## src/rtl/fpa_pkg.sv

```systemverilog
// Fixed partition allocator: shared types, codes and reset constants.
// No dependencies.
package fpa_pkg;

   localparam int NUM_PARTS_DEF = 4;
   localparam int MAX_PARTS     = 8;
   localparam int NUM_REGS      = 4;
   localparam int REG_IDX_W     = 2;
   localparam int SIZE_W        = 16;
   localparam int PID_W         = 16;
   localparam int PART_IDX_W    = 3;

   localparam logic [SIZE_W-1:0] SIZE_RESET [NUM_REGS] =
      '{16'd100, 16'd50, 16'd75, 16'd30};

   typedef enum logic [1:0] {
      CMD_FIRST = 2'd0,
      CMD_BEST  = 2'd1,
      CMD_WORST = 2'd2,
      CMD_FREE  = 2'd3
   } cmd_type;

   typedef enum logic [1:0] {
      STAT_ALLOC   = 2'd0,
      STAT_NOFIT   = 2'd1,
      STAT_FREED   = 2'd2,
      STAT_NOOWNER = 2'd3
   } status_type;

   typedef enum logic [1:0] {
      ST_IDLE  = 2'd0,
      ST_SCAN  = 2'd1,
      ST_REPLY = 2'd2
   } state_type;

endpackage

```

## src/rtl/fixed_partition_allocator.sv

```systemverilog
// Fixed partition allocator top level: scan sequencer, partition table, csr.
// Depends on fpa_pkg.
//
// Usage:
//  - A request (req_command, req_process_id, req_request_size) is taken at a
//    rising edge with start high and busy low. Commands: first, best or worst
//    fit allocate, or free by owner.
//  - One compare unit walks the partitions, one per cycle, from partition 0.
//    First fit and free stop at the first hit; best and worst fit visit all
//    NUM_PARTS partitions.
//  - The response shows on rsp_status / rsp_part_index for exactly one cycle
//    with rsp_valid high, once the scan has ended.
//    busy is high from the cycle after start until the response cycle ends,
//    so the scan length sets how long one request takes.
//  - The receiver cannot stall; the response is lost if not taken.
//  - csr_write_en writes csr_wdata to the size register csr_index at once;
//    write only while busy is low.
//  - Reset (synchronous) frees all partitions and loads the default sizes.
module fixed_partition_allocator
   import fpa_pkg::*;
#(
   parameter int NUM_PARTS = NUM_PARTS_DEF
) (
   input  logic                  clock,
   input  logic                  reset,
   input  logic                  start,
   output logic                  busy,
   input  logic [1:0]            req_command,
   input  logic [PID_W-1:0]      req_process_id,
   input  logic [SIZE_W-1:0]     req_request_size,
   output logic                  rsp_valid,
   output logic [1:0]            rsp_status,
   output logic [PART_IDX_W-1:0] rsp_part_index,
   input  logic                  csr_write_en,
   input  logic [REG_IDX_W-1:0]  csr_index,
   input  logic [SIZE_W-1:0]     csr_wdata
);

   localparam int IDX_W = (NUM_PARTS > 1) ? $clog2(NUM_PARTS) : 1;

   state_type             state_ff, state_in;
   logic [IDX_W-1:0]      idx_ff, idx_in;
   logic [IDX_W-1:0]      pick_ff, pick_in;
   logic                  found_ff, found_in;
   logic [SIZE_W-1:0]     pick_size_ff, pick_size_in;
   cmd_type               cmd_ff, cmd_in;
   logic [PID_W-1:0]      pid_ff, pid_in;
   logic [SIZE_W-1:0]     req_size_ff, req_size_in;
   logic [NUM_PARTS-1:0]  occupied_ff, occupied_in;
   logic [SIZE_W-1:0]     part_size_ff [NUM_REGS];
   logic [PID_W-1:0]      owner_ff [NUM_PARTS];
   logic                  owner_we;

   logic [PART_IDX_W-1:0] idx_ext;
   logic [SIZE_W-1:0]     cur_size;
   logic                  last_part;
   logic                  fit;
   logic                  owner_hit;
   logic                  take;
   logic                  scan_done;
   logic                  is_free;

   // current partition under the compare unit
   always_comb begin
      idx_ext   = PART_IDX_W'(idx_ff);
      cur_size  = (idx_ext < PART_IDX_W'(NUM_REGS)) ? part_size_ff[idx_ext[REG_IDX_W-1:0]]
                                                    : '0;
      last_part = (idx_ff == IDX_W'(NUM_PARTS - 1));
      is_free   = (cmd_ff == CMD_FREE);
      fit       = !occupied_ff[idx_ff] && (cur_size >= req_size_ff);
      owner_hit = occupied_ff[idx_ff] && (owner_ff[idx_ff] == pid_ff);
      take      = fit && (!found_ff
                          || ((cmd_ff == CMD_BEST)  && (cur_size < pick_size_ff))
                          || ((cmd_ff == CMD_WORST) && (cur_size > pick_size_ff)));
      scan_done = last_part || (is_free && owner_hit)
                  || ((cmd_ff == CMD_FIRST) && fit);
   end

   // next state
   always_comb begin
      state_in = state_ff;
      case (state_ff)
         ST_IDLE:  if (start) begin
            state_in = ST_SCAN;
         end
         ST_SCAN:  if (scan_done) begin
            state_in = ST_REPLY;
         end
         ST_REPLY: state_in = ST_IDLE;
         default:  state_in = ST_IDLE;
      endcase
   end

   // datapath and outputs
   always_comb begin
      idx_in       = idx_ff;
      pick_in      = pick_ff;
      found_in     = found_ff;
      pick_size_in = pick_size_ff;
      cmd_in       = cmd_ff;
      pid_in       = pid_ff;
      req_size_in  = req_size_ff;
      occupied_in  = occupied_ff;
      owner_we     = 1'b0;
      busy         = 1'b1;
      rsp_valid    = 1'b0;
      case (state_ff)
         ST_IDLE: begin
            busy = 1'b0;
            if (start) begin
               cmd_in       = cmd_type'(req_command);
               pid_in       = req_process_id;
               req_size_in  = req_request_size;
               idx_in       = '0;
               pick_in      = '0;
               found_in     = 1'b0;
               pick_size_in = '0;
            end
         end
         ST_SCAN: begin
            if (is_free ? owner_hit : take) begin
               found_in     = 1'b1;
               pick_in      = idx_ff;
               pick_size_in = cur_size;
            end
            if (!last_part) begin
               idx_in = idx_ff + IDX_W'(1);
            end
         end
         ST_REPLY: begin
            rsp_valid = 1'b1;
            if (found_ff) begin
               occupied_in[pick_ff] = !is_free;
               owner_we             = !is_free;
            end
         end
         default: busy = 1'b0;
      endcase
      if (found_ff) begin
         rsp_status     = is_free ? STAT_FREED : STAT_ALLOC;
         rsp_part_index = PART_IDX_W'(pick_ff);
      end else begin
         rsp_status     = is_free ? STAT_NOOWNER : STAT_NOFIT;
         rsp_part_index = '0;
      end
   end

   always_ff @(posedge clock) begin
      if (reset) begin
         state_ff    <= ST_IDLE;
         occupied_ff <= '0;
         for (int i = 0; i < NUM_REGS; i++) begin
            part_size_ff[i] <= SIZE_RESET[i];
         end
      end else begin
         state_ff    <= state_in;
         occupied_ff <= occupied_in;
         if (csr_write_en) begin
            part_size_ff[csr_index] <= csr_wdata;
         end
      end
   end

   always_ff @(posedge clock) begin
      idx_ff       <= idx_in;
      pick_ff      <= pick_in;
      found_ff     <= found_in;
      pick_size_ff <= pick_size_in;
      cmd_ff       <= cmd_in;
      pid_ff       <= pid_in;
      req_size_ff  <= req_size_in;
      if (owner_we) begin
         owner_ff[pick_ff] <= pid_ff;
      end
   end

   a_rsp_then_idle: assert property (@(posedge clock) disable iff (reset)
      rsp_valid |=> !busy)
      else $error("response not followed by idle");

   a_start_no_rsp: assert property (@(posedge clock) disable iff (reset)
      (start && !busy) |=> (busy && !rsp_valid))
      else $error("request taken without entering scan");

   a_fail_index: assert property (@(posedge clock) disable iff (reset)
      (rsp_valid && (rsp_status == STAT_NOFIT || rsp_status == STAT_NOOWNER))
      |-> (rsp_part_index == '0))
      else $error("failure response with nonzero index");

   a_alloc_marks: assert property (@(posedge clock) disable iff (reset)
      (rsp_valid && rsp_status == STAT_ALLOC) |=> occupied_ff[$past(pick_ff)])
      else $error("allocated partition not marked occupied");

endmodule
```

## config.mk

```make
export PLATFORM = sky130hd
export DESIGN_NAME = fixed_partition_allocator
export DESIGN_NICKNAME = d
export VERILOG_FILES = /design/src/rtl/fpa_pkg.sv /design/src/rtl/fixed_partition_allocator.sv
export SDC_FILE = /design/constraint.sdc
export NUM_CORES = 1
export LEC_CHECK = 0
export BUFFER_PORTS_ARGS = -buffer_cell sky130_fd_sc_hd__buf_2
export CAP_MARGIN = 20
export CORE_MARGIN = 4
export CORE_UTILIZATION = 40
export DETAILED_ROUTE_END_ITERATION = 8
export HOLD_SLACK_MARGIN = 0.15
export PLACE_DENSITY = 0.54
export SYNTH_ARGS = -nofsm -noshare
export SYNTH_HDL_FRONTEND = slang
export SYNTH_SLANG_ARGS = --single-unit
```

## constraint.sdc

```tcl
create_clock -name clock -period 13.8 [get_ports clock]
set_input_delay 0 -clock clock [delete_from_list [all_inputs] [get_ports clock]]
set_output_delay 0 -clock clock [all_outputs]
set_load 0.02 [all_outputs]
```

==> key figures, run 1 <==
Clock network
  – CTS tree: done
  – CTS Buf Count: 17
  – Worst-Skew Late Latency: 0.43 ns
  – Post-CTS Resized: 0
  – Clock Root Buffer: clkbuf_16
  – CTS Sinks: 191
  – Worst-path clk slew: 0.07 ns
  – Longest Clk Path Bufs: 2
  – H-tree Lvls: 4

STA
  – Period utilization: 26.7%
  – Final Critical Period: 3.68 ns
  – Rel. slew slack: 28.4%
  – Max Clk Rate: 0.272 GHz
  – Final setup TNS: 0 ns
  – Worst-Margin Slew: 1.07 ns
  – Final Max Slew Viols: 0
  – Setup Viol. Count Final: 0
  – Unrepaired setup endpoints after global routing: no
  – Setup Skew: 0.0122 ns
  – Final Hold Fails: 0

Power
  – Clock power frac: 29.6%
  – Switching Fraction: 29.1%
  – Power per cell area: 177 nW/um2
  – Switching pwr: 529 uW
  – Sequential Power Share: 44.3%
  – P_int: 1.29 mW
  – Leak: 3.72 nW
  – Peak VDD IR: 0.0831 mV
  – Combinational Power Share: 26.2%

Cells and area
  – Fillers: 1788
  – Ant diodes: 0
  – Nets: 740
  – Final Cell Area: 10200 um2
  – Final cell count without fillers: 931
  – Layout area overhead: 22.0%
  – Layout cells sized above 1: 21.6%

Worst setup path
  – CP arrival: 3.79 ns
  – CP dominant cell by count: a211oi_1
  – Setup crit start kind: register
  – Critical Path Max Stage Delay: 0.98 ns
  – CP Max Fanout: 32
  – CP Buf/Inv Count: 1
  – Cell family with most CP delay: flip-flops
  – Crit. End Element: register
  – Cell breakdown of the critical path: mux4_2 > ha_1 > and4_1 > nor4b_1 > a211oi_1 > a211oi_1 > nand2b_1 > o21ai_1 > buf_4
  – Setup CP Type: register to register
  – Slowest CP cell: dfxtp_2
  – Worst EP required: 13.91 ns

Floorplan
  – # IOs: 63
  – Die width: 153 um
  – Die area: 23300 um2
  – Vert. Die Dim: 153 um
  – Core area: 20400 um2
  – Rows: 52
  – Initial core utilization: 41.1%

Placement
  – DP Area: 8990 um2
  – Inst Count DP: 840
  – GPL Wtd Cong: 0.766
  – # port buffers: 61
  – DP Wirelength: 11000 um

Logic synthesis
  – Synth Cell Area: 8390 um2
  – Post-synthesis area per instance: 16.1 um2
  – Post-synth ARST share: 0%
  – Leading area contributor after synthesis: edfxtp_1
  – Post-synth EDFFs: 183
  – Top_reg_cell synth: edfxtp_1
  – Count leader, synth: edfxtp_1
  – Post-Synthesis Cells: 520
  – Syn_nets: 612
  – Post-synth top area share: 65.5%
  – Seq/Total Area, Yosys: 67.4%
  – Top post-synthesis cells by count: edfxtp_1 (183), and2_1 (72), inv_1 (37)
  – Warnings from Yosys: 0
  – Synth cell types: 44
  – Seq cells post-synth: 191
  – Largest cells by area after synthesis: edfxtp_1 (66%), mux4_2 (8.6%), and2_1 (5.4%)

Global routing
  – Pin count of the biggest net entering global routing: 36
  – Initial antenna violation count: 0
  – Congestion Overflow GR: 0
  – Vias in the first global route: 4976
  – First-pass GRT wire length: 26800 um
  – Global-route usage over all layers: 14.9%

Drt
  – DR vias: 4615
  – First drt pass iteration count: 4
  – Avg WL per Cell: 18.3 um
  – Drt drc: 0
  – Drt initial violations: 245
  – Drt total wl: 17100 um
  – Via/cell ratio: 4.96
  – Routed Antenna Nets: 0

Run
  – Max_cap viols: 0

Outcome
  – Status: completed

Min path
  – Min-Delay Path Class: primary input to register
[layout by cell type (no fill, tap or decap), types with 6 or more instances in the layout]
| master | Yosys | layout |
|---|---|---|
| dfxtp_1 | 8 | 6 |
| buf_2 | 2 | 61 |
| o21ai_0 | 7 | 6 |
| dlygate4sd3_1 | 0 | 58 |
| edfxtp_1 | 183 | 183 |
| buf_4 | 2 | 6 |
| inv_1 | 37 | 37 |
| and2_1 | 72 | 72 |
| ha_1 | 36 | 36 |
| clkbuf_16 | 0 | 17 |
| xnor2_1 | 15 | 15 |
| mux4_2 | 32 | 32 |
| a21oi_1 | 15 | 15 |
| nand4_1 | 8 | 8 |
| nand2b_1 | 18 | 18 |
| nor2_1 | 16 | 11 |
| nand2_1 | 9 | 9 |
[repair_timing]
item | in CTS | in global routing
hold endpoints to repair | 104 | 0
buffers inserted | 0 | 0
hold buffers | 58 | 0
[state kept, by name, indices dropped and copies added (netlist names), named ones only]
register      count
part_size_ff     64
found_ff          1
pick_size_ff     16
pick_ff           2
owner_ff         64
occupied_ff       4
cmd_ff            2
req_size_ff      16
idx_ff            2
pid_ff           16
state_ff          2
[logic make-up after synthesis]
kind of cell	after synthesis	share of synthesized area, %
compound gates	39	3.03
xor+xnor	16	1.67
fa+ha+maj	36	5.37
buf+inv	54	2.91
flops	191	67.4
mux	37	9.41
other cells	1	0.0447
simple gates	146	10.1
[worst paths after layout]
check / from / to / slack, ns / cells after the start
min reg2reg: occupied_ff[2]$_SDFFE_PP0P_ / occupied_ff[2]$_SDFFE_PP0P_ / 0.50 / 2
max: register / pick_size_ff[9]$_SDFFCE_PN0P_ / 10.12 / 9
max reg2reg: register / pick_size_ff[9]$_SDFFCE_PN0P_ / 10.12 / 9
min: csr_write_en / part_size_ff[3][3]$_DFFE_PP_ / 0.20 / 4
[worst min-delay path: cells and delay by family]
family	cells	cell delay [ns]
buf+inv	2	0.31
simple gates	2	0.21
[area by class of cell]
type,instances,area [um2],area share [%]
Sequential cell,191,5660,55.3
Multi-Input combinational cell,275,2500,24.5
Timing Repair Buffer,126,951,9.30
Clock buffer,18,429,4.20
Tap cell,270,338,3.30
Clock inverter,14,209,2.04
Inverter,37,139,1.36
[power groups by stage]
| stage | clock network [mW] | logic [mW] | registers, mW |
|---|---|---|---|
| 5_1_grt | 0.571 | 0.537 | 0.815 |
| 4_1_cts | 0.546 | 0.481 | 0.807 |
| 6_report | 0.537 | 0.475 | 0.803 |
| 2_1_floorplan | 0 | 0.377 | 0.772 |
| 3_5_place_dp | 0 | 0.466 | 0.819 |
| 3_3_place_gp | 0 | 0.461 | 0.816 |
[per-layer routing]
| metal | up-vias | routed length [um] | track usage, % |
|---|---|---|---|
| met1 | 2329 | 7450 | 18.8 |
| met3 | 6 | 528 | 3.55 |
| met5 | - | 0 | 0 |
| met4 | 0 | 149 | 3.86 |
| li1 | 2200 | - | - |
| met2 | 80 | 8940 | 25.8 |
[stage by stage]
stage,hold slack (ns),power (mW),worst slack [ns],util (%)
floorplan,0.0989,1.15,9.36,-
global placement,0.178,1.28,10.16,44.0
detailed placement,0.178,1.28,10.12,44.0
CTS,0.173,1.83,10.07,50.0
global route,0.204,1.92,9.91,50.1
finish,0.198,1.81,10.12,50.1
Power figures use the tool's default switching activity.
==> inputs of run 2 (changes only) <==
==> constraint.sdc (replaced) <==
create_clock -name clock -period 3.4 [get_ports clock]
set_input_delay 0 -clock clock [delete_from_list [all_inputs] [get_ports clock]]
set_output_delay 0 -clock clock [all_outputs]
set_load 0.02 [all_outputs]
==> run 2 against run 1 <==
Compared with the run above:
- global-route usage increased by 0.51 points
- clock skew increased by 0.0059 ns
- first-iteration DRC count decreased by 9.0%
- via count increased by 1.3%
- total power increased to 4.1 times the previous value
- flip-flop and latch count unchanged
- routed wire length about the same
- worst setup slack got worse by 9.9 ns
==> key figures, run 2 (synthesized netlist as in run 1, its figures left out) <==
Outcome
  – Status: completed

Clock network
  – CTS Buf Count: 17 (unchanged)
  – CTS tree: done
  – Longest Clk Path Bufs: 2 (unchanged)
  – CTS Sinks: 191 (unchanged)
  – H-tree Lvls: 4 (unchanged)
  – Worst-Skew Late Latency: 0.43 ns (about the same)
  – Worst-path clk slew: 0.07 ns (about the same)
  – Clock Root Buffer: clkbuf_16
  – Post-CTS Resized: 0 (unchanged)
  – Post-CTS setup buffer count: 0 (unchanged)

Cells and area
  – Largest regs: owner_ff x64, part_size_ff x64
  – Most common cell after layout, fill and taps aside: edfxtp_1
  – Nets: 762 (+3.0%)
  – Reg area: 5660 um2 (about the same)
  – Layout area overhead: 23.8%
  – Most frequent cells in the layout: edfxtp_1 (183), and2_1 (72), buf_2 (61)
  – Area of the multi-input gates: 2510 um2 (about the same)
  – Ant diodes: 0 (unchanged)
  – Fillers: 1764 (-1.3%)
  – Layout cells sized above 1: 23.9% (+2.2 points)

Power
  – Combinational Power Share: 30.2% (+4.0 points)
  – Leak: 3.82 nW (+2.7%)
  – Switching Fraction: 29.6% (+0.41 points)
  – Power per cell area: 715 nW/um2 (+300%)
  – Peak VDD IR: 0.325 mV (+290%)
  – Sequential Power Share: 42.2% (-2.1 points)
  – Switching pwr: 2.19 mW (+310%)
  – P_int: 5.23 mW (+310%)
  – Clock power frac: 27.6% (-2.0 points)

Global routing
  – Congestion Overflow GR: 0 (unchanged)
  – Vias in the first global route: 5212 (+4.7%)
  – First-pass GRT wire length: 27800 um (+3.7%)
  – Initial antenna violation count: 0 (unchanged)
  – Global-route usage over all layers: 15.4% (+0.51 points)
  – Pin count of the biggest net entering global routing: 35 (-2.8%)

Floorplan
  – # IOs: 63 (unchanged)
  – Die width: 153 um (unchanged)
  – Vert. Die Dim: 153 um (unchanged)
  – Die area: 23300 um2 (unchanged)
  – Initial core utilization: 41.1% (unchanged)
  – Rows: 52 (unchanged)
  – Core area: 20400 um2 (unchanged)

Worst setup path
  – Slowest CP cell: mux4_2
  – Setup CP Type: register to register
  – CP arrival: 3.31 ns (-0.48 ns)
  – Setup crit start kind: register
  – CP Max Fanout: 14 (-56%)
  – Critical Path Max Stage Delay: 0.54 ns (-0.44 ns)
  – Cell breakdown of the critical path: buf_12 > mux4_2 > ha_1 > and4_1 > nor4b_1 > a211oi_1 > a211oi_1 > nand2b_1 > o21ai_4 > buf_4
  – Crit. End Element: register
  – Worst EP required: 3.52 ns (-10.39 ns)
  – CP dominant cell by count: a211oi_1

STA
  – Final setup TNS: 0 ns (unchanged)
  – Final Max Slew Viols: 0 (unchanged)
  – Worst-Margin Slew: 0.813 ns (-0.259 ns)
  – WHS: 0.197 ns (-0.00188 ns)
  – Max Clk Rate: 0.314 GHz (+16%)
  – Rel. slew slack: 45.8% (+17 points)
  – Setup Skew: 0.0181 ns (+0.00588 ns)
  – Final Critical Period: 3.19 ns (-0.497 ns)
  – Unrepaired setup endpoints after global routing: no
  – Final Hold Fails: 0 (unchanged)
  – Setup Viol. Count Final: 0 (unchanged)
  – Period utilization: 93.7% (+67 points)

Drt
  – Drt initial violations: 223 (-9.0%)
  – Drt drc: 0 (unchanged)
  – Avg WL per Cell: 17.9 um (-2.4%)
  – Via/cell ratio: 4.91 (-1.0%)
  – Routed Antenna Nets: 0 (unchanged)
  – Drt total wl: 17100 um (about the same)
  – First drt pass iteration count: 5 (+1)
  – DR vias: 4676 (+1.3%)

Placement
  – # port buffers: 61 (unchanged)
  – GPL Wtd Cong: 0.757 (-1.2%)
  – DP Wirelength: 11300 um (+2.1%)

Min path
  – HP Start: csr_write_en
  – Min-Delay Path Class: primary input to register

Run
  – Max_cap viols: 0 (unchanged)
run 2: cell count changes in the layout (fill, tap and decap cells not counted), moves of 2 or more:
| cell | before | now |
|---|---|---|
| nor2_2 | 4 | 0 |
| buf_4 | 6 | 26 |
| clkinv_1 | 3 | 1 |
| clkinv_2 | 1 | 3 |
| bufinv_16 | 5 | 3 |
| nor2_1 | 11 | 15 |
| inv_8 | 0 | 3 |
run 2: timing repair:
item | 4_1_cts | 5_1_grt
endpoints found under the hold margin | 104 | 0
setup endpoints to repair | 0 | 0
hold buffers | 59 | 0
run 2: cell type report:
class / count / area share, %
clock buffers: 17 / 4.10
multi-input cells: 275 / 24.1
inverters: 37 / 1.34
well taps: 270 / 3.25
repair buffers: 148 / 10.9
flip-flops and latches: 191 / 54.5
clock inverters: 15 / 1.77
run 2: path summary, 6_finish.rpt:
check / end / slack (ns) / cells after the start
max: pick_size_ff[14]$_SDFFCE_PN0P_ / 0.21 / 10
min: part_size_ff[3][2]$_DFFE_PP_ / 0.20 / 4
max reg2reg: pick_size_ff[14]$_SDFFCE_PN0P_ / 0.21 / 10
min reg2reg: occupied_ff[0]$_SDFFE_PP0P_ / 0.51 / 2
run 2: stage by stage:
stage	power [mW]	instance area (um2)	setup WS [ns]	utilization, %	std cells
after floorplan	4.68	8400	0.0272	-	520
after CTS	7.53	10400	0.185	50.8	953
after detailed placement	5.42	9180	0.207	44.9	862
after global placement	5.38	9180	0.290	44.9	862
final	7.42	10400	0.213	50.8	953
after global routing	7.91	10400	0.0364	50.8	953
run 2: critical path: cells and delay by family (launching register included):
family                     cells  cell delay [ns]
and+or+nand+nor                3             0.66
AOI/OAI and AO/OA              3             0.65
muxes                          1             0.54
buffers and inverters          2             0.38
DFF                            1             0.36
adders and majority gates      1             0.31
run 2: metal layers:
layer	global-route usage (%)	vias to the layer above	wire length, um
met2	26.7	86	8860
li1	-	2246	-
met5	0	-	0
met1	19.0	2321	7330
met3	3.41	23	554
met4	5.26	0	305
run 2: power groups by stage:
stage,Combinational [mW],Sequential (mW),Clock (mW)
after global placement,2.21,3.17,0
after CTS,2.29,3.13,2.11
final,2.24,3.13,2.05
after floorplan,1.55,3.13,0
after detailed placement,2.24,3.18,0
after global routing,2.53,3.16,2.21
==> inputs of run 3 (changes only) <==
==> constraint.sdc (replaced) <==
create_clock -name clock -period 3.43 [get_ports clock]
set_input_delay 0 -clock clock [delete_from_list [all_inputs] [get_ports clock]]
set_output_delay 0 -clock clock [all_outputs]
set_load 0.02 [all_outputs]
==> run 3 against run 2 <==
Compared with the run above:
- final area decreased by 0.37%
- via count down 1.8%
- critical path type unchanged
- cell count down 0.52%
- largest cell class unchanged
- maximum frequency is 0.31% higher
- clock-buffer cell count unchanged
- critical endpoint is now pick_size_ff[15]$_SDFFCE_PN0P_
- clock skew down 0.0012 ns
- first-iteration DRC count up 9.9%
- sequential share of layout area is 0.20 points higher
- register-to-register slack better by 0.04 ns
- worst setup slack better by 0.040 ns
- flip-flop and latch count unchanged
- combinational power down 2%
==> key figures, run 3 (synthesized netlist as in run 1, its figures left out) <==
Outcome
  – Status: completed

Cells and area
  – Final Util: 50.6% (-0.19 points)
  – Largest regs: owner_ff x64, part_size_ff x64
  – Final Cell Area: 10300 um2 (-0.37%)
  – Ant diodes: 0 (unchanged)
  – Most common cell after layout, fill and taps aside: edfxtp_1
  – Nets: 757 (-0.66%)
  – Reg area: 5660 um2 (unchanged)
  – Most frequent cells in the layout: edfxtp_1 (183), and2_1 (72), buf_2 (61)
  – Fillers: 1732 (-1.8%)
  – Layout cells sized above 1: 23.2% (-0.71 points)
  – Area of the multi-input gates: 2510 um2 (+0.20%)
  – Layout area overhead: 23.3%

Floorplan
  – Die area: 23300 um2 (unchanged)
  – Die width: 153 um (unchanged)
  – Vert. Die Dim: 153 um (unchanged)
  – Core area: 20400 um2 (unchanged)
  – # IOs: 63 (unchanged)
  – Rows: 52 (unchanged)
  – Initial core utilization: 41.1% (unchanged)

STA
  – Final Max Slew Viols: 0 (unchanged)
  – Max Clk Rate: 0.315 GHz (+0.31%)
  – Final Critical Period: 3.18 ns (-0.00994 ns)
  – Final Hold Fails: 0 (unchanged)
  – Setup Viol. Count Final: 0 (unchanged)
  – Setup Skew: 0.0169 ns (-0.00118 ns)
  – Worst-Margin Slew: 0.819 ns (+0.00566 ns)
  – Worst setup margin: 0.253 ns (+0.0399 ns)
  – Rel. slew slack: 45.4% (-0.38 points)
  – Unrepaired setup endpoints after global routing: no
  – Period utilization: 92.6% (-1.1 points)
  – Final setup TNS: 0 ns (unchanged)

Drt
  – Avg WL per Cell: 17.2 um (-4.0%)
  – DR vias: 4594 (-1.8%)
  – Drt initial violations: 245 (+9.9%)
  – Drt total wl: 16300 um (-4.5%)
  – First drt pass iteration count: 4 (-1)
  – Drt drc: 0 (unchanged)
  – Via/cell ratio: 4.85 (-1.2%)
  – Routed Antenna Nets: 0 (unchanged)

Worst setup path
  – Crit. End Element: register
  – Worst-case reg-to-reg path depth: 10 (unchanged)
  – CP Max Fanout: 15 (+1)
  – Setup CP Type: register to register
  – Worst EP required: 3.57 ns (+0.05 ns)
  – CP arrival: 3.31 ns (about the same)
  – Setup crit start kind: register

Placement
  – DP Area: 9150 um2 (-0.31%)
  – Pre-CTS setup slack: 0.212 ns (+0.00523 ns)
  – DP Wirelength: 10900 um (-2.9%)
  – # port buffers: 61 (unchanged)
  – GPL Wtd Cong: 0.733 (-3.2%)

Power
  – Leak: 3.79 nW (-0.83%)
  – Power per cell area: 701 nW/um2 (-1.9%)
  – Peak VDD IR: 0.463 mV (+42%)

Clock network
  – Clock Root Buffer: clkbuf_16
  – Post-CTS setup buffer count: 0 (unchanged)
  – Worst-path clk slew: 0.07 ns (about the same)
  – CTS tree: done
  – H-tree Lvls: 4 (unchanged)
  – CTS Buf Count: 17 (unchanged)
  – CTS Sinks: 191 (unchanged)
  – Worst-Skew Late Latency: 0.43 ns (about the same)
  – Longest Clk Path Bufs: 2 (unchanged)

Run
  – Max_cap viols: 0 (unchanged)

Global routing
  – Global-route usage over all layers: 14.7% (-0.70 points)
  – Congestion Overflow GR: 0 (unchanged)
  – GR Layer Usage met3: 3.12% (-0.28 points)
  – Pin count of the biggest net entering global routing: 35 (unchanged)
  – Vias in the first global route: 5049 (-3.1%)
  – Initial antenna violation count: 0 (unchanged)
  – Met2 GRT Util: 24.7% (-2.1 points)
  – GRT busiest layer: met2
  – Grt met1 use: 19.2% (+0.17 points)
  – First-pass GRT wire length: 26600 um (-4.3%)

Min path
  – Min-Delay Path Class: primary input to register
  – Worst hold stages: 2 (-2)
[run 3: changes by cell type in the layout (fill, tap and decap cells not counted), sizes merged]
cell	before	now
buf	89	83
bufinv	3	2
clkinv	4	5
dlygate4sd3	59	60
[run 3: layout make-up]
| type | count | area share (%) |
|---|---|---|
| clock inverter | 15 | 1.54 |
| multi-input combinational | 275 | 24.3 |
| timing repair buffer | 143 | 10.8 |
| tap | 270 | 3.27 |
| clock buffer | 17 | 4.11 |
| inverter | 37 | 1.34 |
| sequential | 191 | 54.7 |
[run 3: worst paths after layout]
| path | start | slack (ns) | end |
|---|---|---|---|
| max reg2reg | register | 0.25 | pick_size_ff[15]$_SDFFCE_PN0P_ |
| max | register | 0.25 | pick_size_ff[15]$_SDFFCE_PN0P_ |
| min | req_request_size[1] | 0.27 | req_size_ff[1]$_DFFE_PP_ |
| min reg2reg | occupied_ff[1]$_SDFFE_PP0P_ | 0.51 | occupied_ff[1]$_SDFFE_PP0P_ |
[run 3: what timing repair did]
action / in CTS / in global routing
hold buffers: 60 / 0
endpoints found under the setup margin: 0 / 19
endpoints found under the hold margin: 104 / 0
resized for setup: 0 / 1
[run 3: worst max-delay path, stage by stage (launching register included)]
cell and delay, ns:
dfxtp_2 0.36, buf_12 0.18, mux4_2 0.55, ha_1 0.34
and4_1 0.23, nor4b_1 0.28, a211oi_1 0.14, a211oi_2 0.28
nand2b_1 0.13, o21ai_4 0.22, buf_4 0.18
[run 3: metrics by stage]
step	cells	power [mW]	hold slack, ns
3_3_place_gp	855	5.30	0.176
5_1_grt	948	7.72	0.267
4_1_cts	948	7.35	0.257
6_report	948	7.25	0.268
3_5_place_dp	856	5.33	0.178
2_1_floorplan	520	4.64	0.0989
[run 3: metal layers]
| layer | routed length [um] | up-vias |
|---|---|---|
| met5 | 0 | - |
| met4 | 265 | 0 |
| met3 | 447 | 17 |
| met2 | 8130 | 66 |
| met1 | 7440 | 2278 |
| li1 | - | 2233 |
[run 3: power by group]
part	switching, mW	leakage [nW]	total [mW]	internal [mW]
Sequential	0.147	1.80	3.10	2.95
Clock	0.879	0.283	1.96	1.09
Combinational	1.13	1.71	2.19	1.05
Total	2.16	3.79	7.25	5.09
